`src/design/wsmhd_pkg.sv`:
```
// wsmhd_pkg: shared widths, codes, command/status types and cosine table function
`timescale 1ns / 1ps

package wsmhd_pkg;

  // field widths
  localparam int ACTION_W   = 2;
  localparam int LIN_W      = 11;
  localparam int HEAD_W     = 10;
  localparam int TURN_W     = 11;
  localparam int DSPD_W     = 11;
  localparam int DUTY_W     = 8;
  localparam int SPEED_W    = 16;
  localparam int CFG_ADDR_W = 3;
  localparam int CFG_DATA_W = 9;

  // parameter defaults
  localparam int unsigned DUTY_MAX_DEF  = 255;
  localparam int unsigned COS_FRAC_DEF  = 15;

  // cosine table geometry
  localparam int COS_ENTRIES = 91;
  localparam int COS_IDX_W   = 7;
  localparam int COS_DEPTH   = 1 << COS_IDX_W;

  // angle reduction: offset keeps theta positive, reciprocal for /360
  localparam int DEG_FULL   = 360;
  localparam int DEG_HALF   = 180;
  localparam int DEG_3Q     = 270;
  localparam int DEG_Q      = 90;
  localparam int THETA_W    = 14;
  localparam int THETA_OFS  = 12 * DEG_FULL;
  localparam int DIV_MUL    = 2913;
  localparam int DIV_MUL_W  = 12;
  localparam int DIV_SHIFT  = 20;
  localparam int QUO_W      = 5;
  localparam int DEG_W      = 9;

  localparam longint unsigned PI_Q30 = 64'd3373259426;

  typedef enum logic [ACTION_W-1:0] {
    ACT_SET        = 2'd0,
    ACT_RUN_STORED = 2'd1,
    ACT_RUN_DIRECT = 2'd2,
    ACT_BRAKE      = 2'd3
  } action_t;

  typedef enum logic [CFG_ADDR_W-1:0] {
    REG_LOCATION     = 3'd0,
    REG_DIRECTION    = 3'd1,
    REG_ANGLE_COEF   = 3'd2,
    REG_ANGULAR_COEF = 3'd3,
    REG_COS_GAIN     = 3'd4,
    REG_MIN_SPEED    = 3'd5
  } cfg_reg_t;

  typedef enum logic [3:0] {
    OP_NONE,
    OP_THETA,
    OP_DIV,
    OP_FOLD,
    OP_QUAD,
    OP_ROM,
    OP_MUL,
    OP_SUM,
    OP_RND,
    OP_FIN,
    OP_DRIVE
  } dp_op_t;

  typedef struct packed {
    logic   load_in;
    logic   load_out;
    dp_op_t op;
  } dp_cmd_t;

  typedef struct packed {
    logic is_set;
  } dp_status_t;

  // cos of q degrees (q in 0..90) in Q30, ten-term series, clamped
  function automatic logic [30:0] cos_q30(input int q);
    longint unsigned x;
    longint unsigned x2;
    longint unsigned term;
    longint          sum;
    x    = (64'(q) * PI_Q30) / 180;
    x2   = (x * x) >> 30;
    term = 64'd1 << 30;
    sum  = longint'(term);
    term = ((term * x2) >> 30) / 2;   sum = sum - longint'(term);
    term = ((term * x2) >> 30) / 12;  sum = sum + longint'(term);
    term = ((term * x2) >> 30) / 30;  sum = sum - longint'(term);
    term = ((term * x2) >> 30) / 56;  sum = sum + longint'(term);
    term = ((term * x2) >> 30) / 90;  sum = sum - longint'(term);
    term = ((term * x2) >> 30) / 132; sum = sum + longint'(term);
    term = ((term * x2) >> 30) / 182; sum = sum - longint'(term);
    term = ((term * x2) >> 30) / 240; sum = sum + longint'(term);
    term = ((term * x2) >> 30) / 306; sum = sum - longint'(term);
    if (sum < 0) sum = 0;
    if (sum > (longint'(1) << 30)) sum = longint'(1) << 30;
    return 31'(sum);
  endfunction

endpackage

```
`src/design/wsmhd_if.sv`:
```
// wsmhd_if: valid/ready channel interfaces for commands, results and configuration
`timescale 1ns / 1ps

interface wsmhd_cmd_if import wsmhd_pkg::*; ();
  logic                     valid;
  logic                     ready;
  logic [ACTION_W-1:0]      action;
  logic signed [LIN_W-1:0]  lin_speed;
  logic signed [HEAD_W-1:0] heading_angle;
  logic signed [TURN_W-1:0] turn_rate;
  logic signed [DSPD_W-1:0] direct_speed;

  modport source (output valid, action, lin_speed, heading_angle, turn_rate,
                  direct_speed, input ready);
  modport sink   (input valid, action, lin_speed, heading_angle, turn_rate,
                  direct_speed, output ready);
endinterface

interface wsmhd_res_if import wsmhd_pkg::*; ();
  logic                      valid;
  logic                      ready;
  logic [DUTY_W-1:0]         pin_a_duty;
  logic [DUTY_W-1:0]         pin_b_duty;
  logic                      pins_updated;
  logic signed [SPEED_W-1:0] wheel_speed;

  modport source (output valid, pin_a_duty, pin_b_duty, pins_updated, wheel_speed,
                  input ready);
  modport sink   (input valid, pin_a_duty, pin_b_duty, pins_updated, wheel_speed,
                  output ready);
endinterface

interface wsmhd_cfg_if import wsmhd_pkg::*; ();
  logic                  valid;
  logic                  ready;
  logic [CFG_ADDR_W-1:0] addr;
  logic [CFG_DATA_W-1:0] data;

  modport source (output valid, addr, data, input ready);
  modport sink   (input valid, addr, data, output ready);
endinterface

```
`src/design/wheel_speed_mixer_hbridge_drive.sv`:
```
// wheel_speed_mixer_hbridge_drive: omni-wheel speed mixer and h-bridge pwm driver, top level
//
//  channel | dir | beat contents
//  --------+-----+-----------------------------------------------------------------
//  cmd     | in  | action, lin_speed, heading_angle, turn_rate, direct_speed
//  res     | out | pin_a_duty, pin_b_duty, pins_updated, wheel_speed
//  cfg     | in  | addr (register index 0..5), data (register value, low bits used)
//
//  a set-velocity beat occupies the block from acceptance to the next acceptance:
//  dispatch, eight one-step arithmetic stages of the shared datapath, done, idle
//  run and brake beats step through dispatch, done, idle
//  one command is in flight at a time; a finished result sits in the output register
//  while the next command is accepted and worked on
//  a stalled result only holds the sequencer in its done step; rst is synchronous
//  and returns the config registers to their defaults and clears speed and bridge state
`timescale 1ns / 1ps

module wheel_speed_mixer_hbridge_drive import wsmhd_pkg::*; #(
  parameter int unsigned DUTY_MAX      = DUTY_MAX_DEF,
  parameter int unsigned COS_FRAC_BITS = COS_FRAC_DEF
) (
  input logic        clk,
  input logic        rst,
  wsmhd_cmd_if.sink  cmd,
  wsmhd_res_if.source res,
  wsmhd_cfg_if.sink  cfg
);

  dp_cmd_t    ctl;
  dp_status_t status;

  // config writes are registered and always taken
  assign cfg.ready = 1'b1;

  // sequencer: owns handshakes and the output valid bit
  wsmhd_ctrl u_ctrl (
    .clk       (clk),
    .rst       (rst),
    .in_valid  (cmd.valid),
    .in_ready  (cmd.ready),
    .out_valid (res.valid),
    .out_ready (res.ready),
    .status    (status),
    .ctl       (ctl)
  );

  // datapath: config, stored speed, bridge state, arithmetic and result payload
  wsmhd_dp #(
    .DUTY_MAX      (DUTY_MAX),
    .COS_FRAC_BITS (COS_FRAC_BITS)
  ) u_dp (
    .clk           (clk),
    .rst           (rst),
    .ctl           (ctl),
    .status        (status),
    .cfg_we        (cfg.valid),
    .cfg_addr      (cfg.addr),
    .cfg_data      (cfg.data),
    .action        (cmd.action),
    .lin_speed     (cmd.lin_speed),
    .heading_angle (cmd.heading_angle),
    .turn_rate     (cmd.turn_rate),
    .direct_speed  (cmd.direct_speed),
    .pin_a_duty    (res.pin_a_duty),
    .pin_b_duty    (res.pin_b_duty),
    .pins_updated  (res.pins_updated),
    .wheel_speed   (res.wheel_speed)
  );

endmodule

```
`src/design/wsmhd_ctrl.sv`:
```
// wsmhd_ctrl: sequencer that steps the datapath through one command
`timescale 1ns / 1ps

module wsmhd_ctrl import wsmhd_pkg::*; (
  input  logic       clk,
  input  logic       rst,
  input  logic       in_valid,
  output logic       in_ready,
  output logic       out_valid,
  input  logic       out_ready,
  input  dp_status_t status,
  output dp_cmd_t    ctl
);

  typedef enum logic [3:0] {
    ST_IDLE,
    ST_DISPATCH,
    ST_DIV,
    ST_FOLD,
    ST_QUAD,
    ST_ROM,
    ST_MUL,
    ST_SUM,
    ST_RND,
    ST_FIN,
    ST_DONE
  } state_t;

  state_t state;
  logic   slot_free;

  assign slot_free = !out_valid || out_ready;
  assign in_ready  = (state == ST_IDLE);

  always_comb begin
    ctl.load_in  = in_valid && in_ready;
    ctl.load_out = (state == ST_DONE) && slot_free;
    case (state)
      ST_DISPATCH: ctl.op = status.is_set ? OP_THETA : OP_DRIVE;
      ST_DIV:      ctl.op = OP_DIV;
      ST_FOLD:     ctl.op = OP_FOLD;
      ST_QUAD:     ctl.op = OP_QUAD;
      ST_ROM:      ctl.op = OP_ROM;
      ST_MUL:      ctl.op = OP_MUL;
      ST_SUM:      ctl.op = OP_SUM;
      ST_RND:      ctl.op = OP_RND;
      ST_FIN:      ctl.op = OP_FIN;
      default:     ctl.op = OP_NONE;
    endcase
  end

  always_ff @(posedge clk) begin
    if (rst) begin
      state     <= ST_IDLE;
      out_valid <= 1'b0;
    end else begin
      if ((state == ST_DONE) && slot_free) begin
        out_valid <= 1'b1;
      end else if (out_ready) begin
        out_valid <= 1'b0;
      end
      case (state)
        ST_IDLE:     if (in_valid) state <= ST_DISPATCH;
        ST_DISPATCH: state <= status.is_set ? ST_DIV : ST_DONE;
        ST_DIV:      state <= ST_FOLD;
        ST_FOLD:     state <= ST_QUAD;
        ST_QUAD:     state <= ST_ROM;
        ST_ROM:      state <= ST_MUL;
        ST_MUL:      state <= ST_SUM;
        ST_SUM:      state <= ST_RND;
        ST_RND:      state <= ST_FIN;
        ST_FIN:      state <= ST_DONE;
        ST_DONE:     if (slot_free) state <= ST_IDLE;
        default:     state <= ST_IDLE;
      endcase
    end
  end

endmodule

```
`src/design/wsmhd_dp.sv`:
```
// wsmhd_dp: config registers, speed mixing arithmetic, bridge drive and result register
`timescale 1ns / 1ps

module wsmhd_dp import wsmhd_pkg::*; #(
  parameter int unsigned DUTY_MAX      = DUTY_MAX_DEF,
  parameter int unsigned COS_FRAC_BITS = COS_FRAC_DEF
) (
  input  logic                      clk,
  input  logic                      rst,
  input  dp_cmd_t                   ctl,
  output dp_status_t                status,
  input  logic                      cfg_we,
  input  logic [CFG_ADDR_W-1:0]     cfg_addr,
  input  logic [CFG_DATA_W-1:0]     cfg_data,
  input  logic [ACTION_W-1:0]       action,
  input  logic signed [LIN_W-1:0]   lin_speed,
  input  logic signed [HEAD_W-1:0]  heading_angle,
  input  logic signed [TURN_W-1:0]  turn_rate,
  input  logic signed [DSPD_W-1:0]  direct_speed,
  output logic [DUTY_W-1:0]         pin_a_duty,
  output logic [DUTY_W-1:0]         pin_b_duty,
  output logic                      pins_updated,
  output logic signed [SPEED_W-1:0] wheel_speed
);

  localparam int F      = int'(COS_FRAC_BITS);
  localparam int COS_W  = F + 1;
  localparam int COS_SW = F + 2;
  localparam int PROD_W = 18;
  localparam int SUM_W  = F + 20;
  localparam int VMAG_W = SUM_W - F;
  localparam int VS_W   = VMAG_W + 1;
  localparam int MAG_W  = SPEED_W + 1;
  localparam logic [MAG_W-1:0] DUTY_CAP = MAG_W'(DUTY_MAX);

  // config registers
  logic [DEG_W-1:0]       loc;
  logic signed [1:0]      dir;
  logic signed [3:0]      acoef;
  logic signed [6:0]      wcoef;
  logic signed [6:0]      cgain;
  logic [DUTY_W-1:0]      mins;

  // architectural state
  logic signed [SPEED_W-1:0] stored_speed;
  logic [DUTY_W-1:0]         held_a;
  logic [DUTY_W-1:0]         held_b;

  // captured item
  action_t                  act;
  logic signed [LIN_W-1:0]  lin;
  logic signed [HEAD_W-1:0] head;
  logic signed [TURN_W-1:0] turn;
  logic signed [DSPD_W-1:0] dspd;

  // pipeline registers of the set sequence
  logic [THETA_W-1:0]       theta_ofs;
  logic [QUO_W-1:0]         quo;
  logic [DEG_W-1:0]         deg;
  logic [COS_IDX_W-1:0]     cos_idx;
  logic                     cos_neg;
  logic signed [COS_SW-1:0] cos_s;
  logic signed [PROD_W-1:0] p1;
  logic signed [PROD_W-1:0] tt;
  logic signed [SUM_W-1:0]  p2;
  logic signed [SUM_W-1:0]  total;
  logic                     neg;
  logic [VMAG_W-1:0]        vmag;

  // cosine magnitude table, Q.F unsigned
  logic [COS_W-1:0] cos_tab [COS_DEPTH];

  for (genvar g = 0; g < COS_DEPTH; g++) begin : g_cos
    if (g < COS_ENTRIES) begin : g_ent
      localparam longint unsigned ROUNDED =
        (64'(cos_q30(g)) + (64'd1 << (29 - F))) >> (30 - F);
      assign cos_tab[g] = COS_W'(ROUNDED);
    end else begin : g_pad
      assign cos_tab[g] = '0;
    end
  end

  assign status.is_set = (act == ACT_SET);

  // theta stage
  logic signed [THETA_W-1:0] ah_prod;
  logic signed [THETA_W:0]   theta_sum;
  assign ah_prod   = acoef * head;
  assign theta_sum = $signed({7'b0, loc[DEG_W-1:1]}) + (THETA_W+1)'(ah_prod)
                   + (THETA_W+1)'(THETA_OFS);

  // divide by 360 through reciprocal
  logic [THETA_W+DIV_MUL_W-1:0] quo_full;
  assign quo_full = (THETA_W+DIV_MUL_W)'(theta_ofs) * (THETA_W+DIV_MUL_W)'(DIV_MUL);

  logic signed [PROD_W-1:0] p1_c;
  logic signed [PROD_W-1:0] tt_c;
  assign p1_c = cgain * lin;
  assign tt_c = wcoef * turn;

  // remainder with one correction step
  logic [THETA_W-1:0] rem_c;
  logic [THETA_W-1:0] rem_fix;
  assign rem_c   = theta_ofs - THETA_W'(quo) * THETA_W'(DEG_FULL);
  assign rem_fix = rem_c - THETA_W'(DEG_FULL);

  logic signed [SUM_W-1:0] p2_c;
  assign p2_c = p1 * cos_s;

  // rounding half away from zero
  logic [SUM_W-1:0] mag_c;
  logic [SUM_W-1:0] rnd_c;
  assign mag_c = total[SUM_W-1] ? SUM_W'(-total) : SUM_W'(total);
  assign rnd_c = mag_c + (SUM_W'(1) << (F - 1));

  // sign, polarity, saturation, dead zone
  logic signed [VS_W-1:0]    vs_c;
  logic signed [SPEED_W-1:0] sat_c;
  logic signed [MAG_W-1:0]   s17_c;
  logic signed [MAG_W-1:0]   ms_c;
  logic signed [MAG_W-1:0]   dz_c;
  logic                      flip;

  assign flip = neg ^ dir[1];
  assign ms_c = $signed({{(MAG_W-DUTY_W){1'b0}}, mins});

  always_comb begin
    if (dir == 2'sd0) begin
      vs_c = '0;
    end else if (flip) begin
      vs_c = -$signed({1'b0, vmag});
    end else begin
      vs_c = $signed({1'b0, vmag});
    end
    if (vs_c > VS_W'(32767)) begin
      sat_c = 16'sh7fff;
    end else if (vs_c < -VS_W'(32768)) begin
      sat_c = 16'sh8000;
    end else begin
      sat_c = vs_c[SPEED_W-1:0];
    end
    s17_c = MAG_W'(sat_c);
    if (s17_c > 0 && s17_c < ms_c) begin
      dz_c = ms_c;
    end else if (s17_c < 0 && s17_c > -ms_c) begin
      dz_c = -ms_c;
    end else begin
      dz_c = s17_c;
    end
  end

  // bridge drive
  logic signed [SPEED_W-1:0] drv_s;
  logic signed [MAG_W-1:0]   drv_ext;
  logic [MAG_W-1:0]          drv_mag;
  logic [MAG_W-1:0]          drv_duty;
  logic                      drv_pos;

  always_comb begin
    drv_s    = (act == ACT_RUN_STORED) ? stored_speed : SPEED_W'(dspd);
    drv_ext  = MAG_W'(drv_s);
    drv_pos  = (drv_s > 0);
    drv_mag  = drv_pos ? MAG_W'(drv_ext) : MAG_W'(-drv_ext);
    drv_duty = (drv_mag < DUTY_CAP) ? drv_mag : DUTY_CAP;
  end

  // config and architectural state
  always_ff @(posedge clk) begin
    if (rst) begin
      loc          <= '0;
      dir          <= 2'sd1;
      acoef        <= 4'sd1;
      wcoef        <= 7'sd1;
      cgain        <= 7'sd1;
      mins         <= '0;
      stored_speed <= '0;
      held_a       <= '0;
      held_b       <= '0;
    end else begin
      if (cfg_we) begin
        case (cfg_addr)
          REG_LOCATION:     loc   <= cfg_data;
          REG_DIRECTION:    dir   <= cfg_data[1:0];
          REG_ANGLE_COEF:   acoef <= cfg_data[3:0];
          REG_ANGULAR_COEF: wcoef <= cfg_data[6:0];
          REG_COS_GAIN:     cgain <= cfg_data[6:0];
          REG_MIN_SPEED:    mins  <= cfg_data[DUTY_W-1:0];
          default: ;
        endcase
      end
      case (ctl.op)
        OP_FIN: stored_speed <= dz_c[SPEED_W-1:0];
        OP_DRIVE: begin
          if (act == ACT_BRAKE) begin
            held_a <= DUTY_CAP[DUTY_W-1:0];
            held_b <= DUTY_CAP[DUTY_W-1:0];
          end else if (drv_pos) begin
            held_a <= '0;
            held_b <= drv_duty[DUTY_W-1:0];
          end else begin
            held_a <= drv_duty[DUTY_W-1:0];
            held_b <= '0;
          end
        end
        default: ;
      endcase
    end
  end

  // item capture, arithmetic sequence and result register
  always_ff @(posedge clk) begin
    if (ctl.load_in) begin
      act  <= action_t'(action);
      lin  <= lin_speed;
      head <= heading_angle;
      turn <= turn_rate;
      dspd <= direct_speed;
    end
    case (ctl.op)
      OP_THETA: theta_ofs <= theta_sum[THETA_W-1:0];
      OP_DIV: begin
        quo <= quo_full[DIV_SHIFT +: QUO_W];
        p1  <= p1_c;
        tt  <= tt_c;
      end
      OP_FOLD: deg <= (rem_c >= THETA_W'(DEG_FULL)) ? rem_fix[DEG_W-1:0] : rem_c[DEG_W-1:0];
      OP_QUAD: begin
        if (deg <= DEG_W'(DEG_Q)) begin
          cos_idx <= deg[COS_IDX_W-1:0];
          cos_neg <= 1'b0;
        end else if (deg <= DEG_W'(DEG_HALF)) begin
          cos_idx <= COS_IDX_W'(DEG_W'(DEG_HALF) - deg);
          cos_neg <= 1'b1;
        end else if (deg <= DEG_W'(DEG_3Q)) begin
          cos_idx <= COS_IDX_W'(deg - DEG_W'(DEG_HALF));
          cos_neg <= 1'b1;
        end else begin
          cos_idx <= COS_IDX_W'(DEG_W'(DEG_FULL) - deg);
          cos_neg <= 1'b0;
        end
      end
      OP_ROM: cos_s <= cos_neg ? -$signed({1'b0, cos_tab[cos_idx]})
                               : $signed({1'b0, cos_tab[cos_idx]});
      OP_MUL: p2 <= p2_c;
      OP_SUM: total <= p2 + (SUM_W'(tt) <<< F);
      OP_RND: begin
        neg  <= total[SUM_W-1];
        vmag <= VMAG_W'(rnd_c >> F);
      end
      default: ;
    endcase
    if (ctl.load_out) begin
      pin_a_duty   <= held_a;
      pin_b_duty   <= held_b;
      pins_updated <= (act != ACT_SET);
      wheel_speed  <= stored_speed;
    end
  end

endmodule

```
`src/flat_wrapper.sv`:
```
// flat-port wrapper written by rule: the top's interface ports become plain ports
module wheel_speed_mixer_hbridge_drive_flat import wsmhd_pkg::*;
#(
  parameter int unsigned DUTY_MAX      = DUTY_MAX_DEF,
  parameter int unsigned COS_FRAC_BITS = COS_FRAC_DEF
)
  (clk, rst, cmd_valid, cmd_action, cmd_lin_speed, cmd_heading_angle, cmd_turn_rate, cmd_direct_speed, cmd_ready, res_valid, res_pin_a_duty, res_pin_b_duty, res_pins_updated, res_wheel_speed, res_ready, cfg_valid, cfg_addr, cfg_data, cfg_ready);
  wsmhd_cmd_if cmd_i ();
  wsmhd_res_if res_i ();
  wsmhd_cfg_if cfg_i ();
  input logic clk;
  input logic rst;
  input wire logic [$bits(cmd_i.valid)-1:0] cmd_valid;
  input wire logic [$bits(cmd_i.action)-1:0] cmd_action;
  input wire logic [$bits(cmd_i.lin_speed)-1:0] cmd_lin_speed;
  input wire logic [$bits(cmd_i.heading_angle)-1:0] cmd_heading_angle;
  input wire logic [$bits(cmd_i.turn_rate)-1:0] cmd_turn_rate;
  input wire logic [$bits(cmd_i.direct_speed)-1:0] cmd_direct_speed;
  output wire logic [$bits(cmd_i.ready)-1:0] cmd_ready;
  output wire logic [$bits(res_i.valid)-1:0] res_valid;
  output wire logic [$bits(res_i.pin_a_duty)-1:0] res_pin_a_duty;
  output wire logic [$bits(res_i.pin_b_duty)-1:0] res_pin_b_duty;
  output wire logic [$bits(res_i.pins_updated)-1:0] res_pins_updated;
  output wire logic [$bits(res_i.wheel_speed)-1:0] res_wheel_speed;
  input wire logic [$bits(res_i.ready)-1:0] res_ready;
  input wire logic [$bits(cfg_i.valid)-1:0] cfg_valid;
  input wire logic [$bits(cfg_i.addr)-1:0] cfg_addr;
  input wire logic [$bits(cfg_i.data)-1:0] cfg_data;
  output wire logic [$bits(cfg_i.ready)-1:0] cfg_ready;
  assign cmd_i.valid = cmd_valid;
  assign cmd_i.action = cmd_action;
  assign cmd_i.lin_speed = cmd_lin_speed;
  assign cmd_i.heading_angle = cmd_heading_angle;
  assign cmd_i.turn_rate = cmd_turn_rate;
  assign cmd_i.direct_speed = cmd_direct_speed;
  assign cmd_ready = cmd_i.ready;
  assign res_valid = res_i.valid;
  assign res_pin_a_duty = res_i.pin_a_duty;
  assign res_pin_b_duty = res_i.pin_b_duty;
  assign res_pins_updated = res_i.pins_updated;
  assign res_wheel_speed = res_i.wheel_speed;
  assign res_i.ready = res_ready;
  assign cfg_i.valid = cfg_valid;
  assign cfg_i.addr = cfg_addr;
  assign cfg_i.data = cfg_data;
  assign cfg_ready = cfg_i.ready;
  wheel_speed_mixer_hbridge_drive #(.DUTY_MAX(DUTY_MAX), .COS_FRAC_BITS(COS_FRAC_BITS)) u_core (.clk(clk), .rst(rst), .cmd(cmd_i), .res(res_i), .cfg(cfg_i));
endmodule
```
`config.mk`:
```
export PLATFORM = sky130hd
export DESIGN_NAME = wheel_speed_mixer_hbridge_drive_flat
export DESIGN_NICKNAME = d
export VERILOG_FILES = /design/src/design/wsmhd_pkg.sv /design/src/design/wsmhd_if.sv /design/src/design/wheel_speed_mixer_hbridge_drive.sv /design/src/design/wsmhd_ctrl.sv /design/src/design/wsmhd_dp.sv /design/src/flat_wrapper.sv
export SDC_FILE = /design/constraint.sdc
export NUM_CORES = 2
export LEC_CHECK = 0
export BUFFER_PORTS_ARGS = -buffer_cell sky130_fd_sc_hd__buf_4
export CORE_MARGIN = 5
export CORE_UTILIZATION = 45
export DETAILED_ROUTE_END_ITERATION = 10
export PLACE_DENSITY = 0.73
export SLEW_MARGIN = 20
export SYNTH_ARGS = -nofsm -noshare
export SYNTH_HDL_FRONTEND = slang
export SYNTH_SLANG_ARGS = --single-unit
```
`constraint.sdc`:
```
create_clock -name clk -period 9.2 [get_ports clk]
set_input_delay 0.92 -clock clk [delete_from_list [all_inputs] [get_ports clk]]
set_output_delay 0.92 -clock clk [all_outputs]
set_load 0.01 [all_outputs]
```
======== Yosys cells after proc, flatten, opt, wreduce, memory -nomap -nowiden ========
Memory sizes are Yosys's and may differ from the RTL's.
Cells that the tools add are included.
word-level totals
  register bits ........................... 332
  ROM bits ................................ 2,048
  input bits .............................. 62
  output and inout bits ................... 36
  memories kept ........................... 1
memories
  name              words  width  read ports  clocked after memory_dff  wr ports  RTL line         text
  (name not given)  128    16     1           0                         0         wsmhd_dp.sv:243  : $signed({1'b0, cos_tab[cos_idx]});
cells by class
  add/subtract/negate cells ............... 14
  multipliers ............................. 6
  $lt $le $gt $ge ......................... 13
  equality and inequality tests ........... 29
  multiplexer cells ....................... 31
  bitwise logic cells ..................... 2
  reduce and logical (&&, ||, !) cells .... 19
operators by type and width
  cell                                                                                number
  16-bit 2-to-1 mux                                                                   8
  4-bit one-hot mux with 11 select lines                                              1
  21-bit 2-to-1 mux                                                                   2
  8-bit 2-to-1 mux                                                                    5
  7-bit by 11-bit multiplier with 18-bit output                                       2
  4-bit one-hot mux with 9 select lines                                               1
  35-bit by 15-bit adder with 35-bit output (second input constant)                   1
  35-bit by 33-bit adder with 35-bit output                                           1
  18-bit by 17-bit multiplier with 35-bit output                                      1
  35-bit 2-to-1 mux                                                                   1
  35-bit negator                                                                      1
  16-bit negator with 17-bit output                                                   2
  4-bit by 3-bit equality test with 1-bit output (second input constant)              8
  16-bit by 1-bit greater-than comparator with 1-bit output (second input constant)   2
  14-bit by 12-bit multiplier with 25-bit output (second input constant)              1
  4-bit equality test (second input constant)                                         6
  21-bit by 16-bit greater-than comparator with 1-bit output (second input constant)  1
  21-bit by 16-bit < comparator with 1-bit output (second input constant)             1
  7-bit 2-to-1 mux                                                                    3
  20-bit negator with 21-bit output                                                   1
  16-bit by 17-bit greater-than comparator with 1-bit output                          1
  17-bit by 8-bit < comparator with 1-bit output (second input constant)              1
  17-bit 2-to-1 mux                                                                   1
  8-bit negator with 17-bit output                                                    1
  other kinds (37)                                                                    61

======== Logic depth before layout (Yosys ltp) ========
  depth in word-level cells ............... 10
  depth in mapped cells ................... 24

======== Cells and area by module ========
Synthesis repeated with hierarchy kept, for this count alone.
second synthesis, totals
  cells, all modules ...................... 4,015
  area, all modules ....................... 39,011.2 µm²
by module, submodules not included
  module                           times used  cells each  area each (µm²)  seq. area each (µm²)
  wsmhd_dp                         1           3,973       38,664.6         9,108.7
  wsmhd_ctrl                       1           40          335.3            100.1
  wheel_speed_mixer_hbridge_drive  1           2           11.3             0.0

======== Least setup slack after synthesis ========
No wires, ideal clock.
  path kind ............................... register to register
  start ................................... register u_core.u_dp.cos_s[2]
  end ..................................... register u_core.u_dp.p2[32], data pin
  library setup time ...................... 0.266 ns
  data arrival time ....................... 6.072 ns
  data required time ...................... 8.934 ns
  path slack .............................. 2.862 ns
  cell stages (with the launch flop) ...... 21
  buffers on the path ..................... 1
  clock period less this slack ............ 6.338 ns
  cell sequence ........................... edfxtp_1 clkbuf_1 nand2_1 inv_1 fa_1 fa_1 inv_1 fa_1 inv_1 fa_1 inv_1 fa_1 fa_1 inv_1 ha_1 or3_1 o21ai_0 a31oi_1 a41o_1 o41ai_1 xnor2_1
on the way
  cells in the longest elaborated chain, start to end .. 1
RTL lines
  item                                            RTL line         text
  start, declared                                 wsmhd_dp.sv:62   logic signed [COS_SW-1:0] cos_s;
  start signal, assigned                          wsmhd_dp.sv:242  OP_ROM: cos_s <= cos_neg ? -$signed({1'b0, cos_tab[cos_idx]})
  18-bit by 17-bit multiplier with 35-bit output  wsmhd_dp.sv:108  assign p2_c = p1 * cos_s;
  via u_core.u_dp.p2_c[32]                        wsmhd_dp.sv:107  logic signed [SUM_W-1:0] p2_c;
  end signal, assigned                            wsmhd_dp.sv:244  OP_MUL: p2 <= p2_c;
  end, declared                                   wsmhd_dp.sv:65   logic signed [SUM_W-1:0] p2;
The timed path passes the listed nets, and every way through them passes these cells.
A chain may end at the register's enable or synchronous reset.

======== Worst setup path in the final report ========
  start ................................... register u_core.u_dp.cos_s[7]
  end ..................................... register u_core.u_dp.p2[34], data pin
The elaborated chain is that of the path after synthesis.

==> metrics.txt <==
fmax 143.0 MHz; Layout area overhead 7.724%; Setup crit start kind flop; Iter 0 DRT Violations 2060; post-cts sizing count 0; port buffer count 96; Routed WL 90.84 mm; Setup TNS 0 ns; Ys Warns 0; Worst-Margin Slew 1.088 ns; Clock Skew 0.04096 ns; post-layout net count 4947; Tightest Hold Check Type flop to flop; GPL Wtd Cong 0.9269; Setup crit start u_core.u_dp.cos_s[7]$_DFFE_PN_; WS Path Type flop to flop; DR DRC count 0; fin worst setup slack 2.208 ns; FFs w/ async S/R, synth 0%; Distinct cells, synth 94; footprint of the multi-input gates 0.02702 mm2; Rel. slew slack 27.46%; met3 wire length 4.489 mm; worst hold margin 0.4160 ns; Max Cap Viol 0; RSZ-0062 raised after global routing no; Yosys top cell area share 25.62%; Worst-Skew Late Latency 0.58 ns; Starting Density 45.20%; Hold Buf Count CTS 0; row count 108; Detailed Place HPWL 71.58 mm; worst reg-to-reg setup slack 2.21 ns; setup repair bufs after CTS 0; H-tree Lvls 2; GRT Total Usage 19.63%; Synth Flop Type edfxtp_1; Worst setup EP type flop; largest net degree at the start of global routing 86; Clock transition at path regs 0.06 ns; met1 wire length 38.94 mm; Congestion Overflow GR 0; number of synthesized flops with an enable pin 258; sequential share of the synthesized area 23.52%; Vias 28440; Die Width 305.0 um; Core Box Area 0.08662 mm2; dominant cells by area after synthesis fa_1 (26%), edfxtp_1 (20%), ha_1 (12%); CTS sink count 331; count of final setup violators 0; antenna violations before repair 0; largest area contributor in the netlist fa_1; final period utilization 76.00%; Synth Area per Inst 9.732 um2; I/O Pins 98; first-pass GRT wire length 151.3 mm; DP Worst Slack 2.228 ns; antenna-violating nets left 0; Crit Reg-Reg Startpoint u_core.u_dp.cos_s[7]$_DFFE_PN_; cell area after synthesis 0.03915 mm2; number of fillers in the final layout 7822; root buffer cell clkbuf_16; routed wl met2 44.34 mm; synthesized flop and latch total 331; vias in the first global route 29230; top layer in use met4; Worst EP arrival 7.31 ns; layout cells sized above 1 5.753%; Initial DRT Pass Iterations 6; Antenna Cells 0; Final Hold Viols 0; final max-slew violation count 0; WL/cell 17.45 um; Vert. Die Dim 305.0 um; Synth Instances 4023; vias per std cell 5.464; crit-path max FO 18; final worst path period need 6.992 ns; CTS tree done; die area 0.09301 mm2; CP required 9.52 ns; Num CTS Buffers 39; Hold Path Origin u_core.u_dp.p2[3]$_DFFE_PN_; status completed; clock buffer depth 3; register area 0.009209 mm2; syn_nets 4948
## layer usage
metal  up-vias  global-route usage, %
met4         0                  6.152
met5         -                      0
met2       814                  33.77
met1     14090                  26.20
met3       181                  2.222
li1      13360                      -
## cell usage after synthesis (73+ instances only)
master / instances
a21oi_1: 162
and2_1: 251
clkbuf_1: 120
dfxtp_1: 73
edfxtp_1: 258
fa_1: 501
ha_1: 362
inv_1: 625
nand2_1: 381
nand2b_1: 92
nor2_1: 165
o21ai_0: 117
xnor2_1: 136
## worst max-delay path, stage by stage, from the launching register on
cell      delay, ns
edfxtp_1       0.77
nand2_1        0.17
fa_1           0.58
inv_1          0.06
fa_1           0.56
fa_1           0.47
fa_1           0.49
inv_1          0.05
fa_1           0.52
inv_1          0.05
fa_1           0.47
ha_1           0.36
a21oi_1        0.10
o21ai_0        0.09
o21ai_0        0.20
a211oi_1       0.65
a21oi_1        0.24
a31oi_1        0.29
a41o_1         0.26
o221ai_1       0.16
xnor2_1        0.17
## per-stage QoR
step	instance area [um2]	std cells	utilization [%]
3_3_place_gp	40850	5135	47.16
5_1_grt	42180	5205	48.69
2_1_floorplan	39150	4023	-
6_report	42180	5205	48.69
3_5_place_dp	40860	5135	47.17
4_1_cts	42140	5204	48.65
## sequential cells by signal, indices dropped and copies added (netlist names), 8 cells and up
name,cells
u_core.u_dp.p2,35
u_core.u_dp.wheel_speed,16
u_core.u_dp.held_b,8
u_core.u_dp.mins,8
u_core.u_dp.p1,18
u_core.u_dp.vmag,20
u_core.u_dp.cos_s,17
u_core.u_dp.tt,18
u_core.u_dp.pin_a_duty,8
u_core.u_dp.stored_speed,16
u_core.u_dp.lin,11
u_core.u_dp.turn,11
u_core.u_dp.total,35
u_core.u_dp.head,10
u_core.u_dp.loc,8
u_core.u_dp.theta_ofs,14
u_core.u_dp.deg,9
u_core.u_dp.dspd,11
u_core.u_dp.pin_b_duty,8
u_core.u_dp.held_a,8
## layout by cell type, fill, tap and decap left out, types with 28 or more instances in the layout
cell / n
a21oi_1: 162
o21ai_0: 117
xnor2_1: 136
edfxtp_1: 258
nand2_1: 381
nand2b_1: 92
nor2_1: 163
clkbuf_16: 41
inv_1: 625
a211oi_1: 29
o21a_1: 28
a31oi_1: 35
xor2_1: 69
dfxtp_1: 73
nor3_1: 60
nor2b_1: 39
a21o_1: 36
and2_1: 250
buf_4: 111
ha_1: 362
fa_1: 500
nand3_1: 40
## layout make-up
type | count | area share (%)
tap | 1155 | 3.426
inverter | 629 | 5.598
clock inverter | 20 | 0.4420
clock buffer | 49 | 2.599
timing repair buffer | 112 | 2.041
sequential | 331 | 21.83
multi-input combinational | 2909 | 64.06
## cells by family (layout without fill, tap and decap cells)
logic type	count (synthesis)	count (layout)	share of synthesized area (%)
buffers and inverters	783	810	7.596
muxes	36	36	1.071
adders and majority gates	863	863	37.18
xor gates and xnor gates	205	205	4.586
DFF	331	331	23.52
other	1	1	0.009578
AOI/OAI and AO/OA	635	635	10.81
and+or+nand+nor	1169	1169	15.22
## path summary, 6_finish.rpt
path,to,cells after the start
worst max-delay path,u_core.u_dp.p2[34]$_DFFE_PN_,20
worst min register to register,u_core.u_dp.total[3]$_DFFE_PN_,0
worst min-delay path,u_core.u_dp.total[3]$_DFFE_PN_,0
worst max register to register,u_core.u_dp.p2[34]$_DFFE_PN_,20
Power is left out: the tool's default activity adds up to more than one toggle a clock period on the data nets, which glitch-free logic cannot reach.
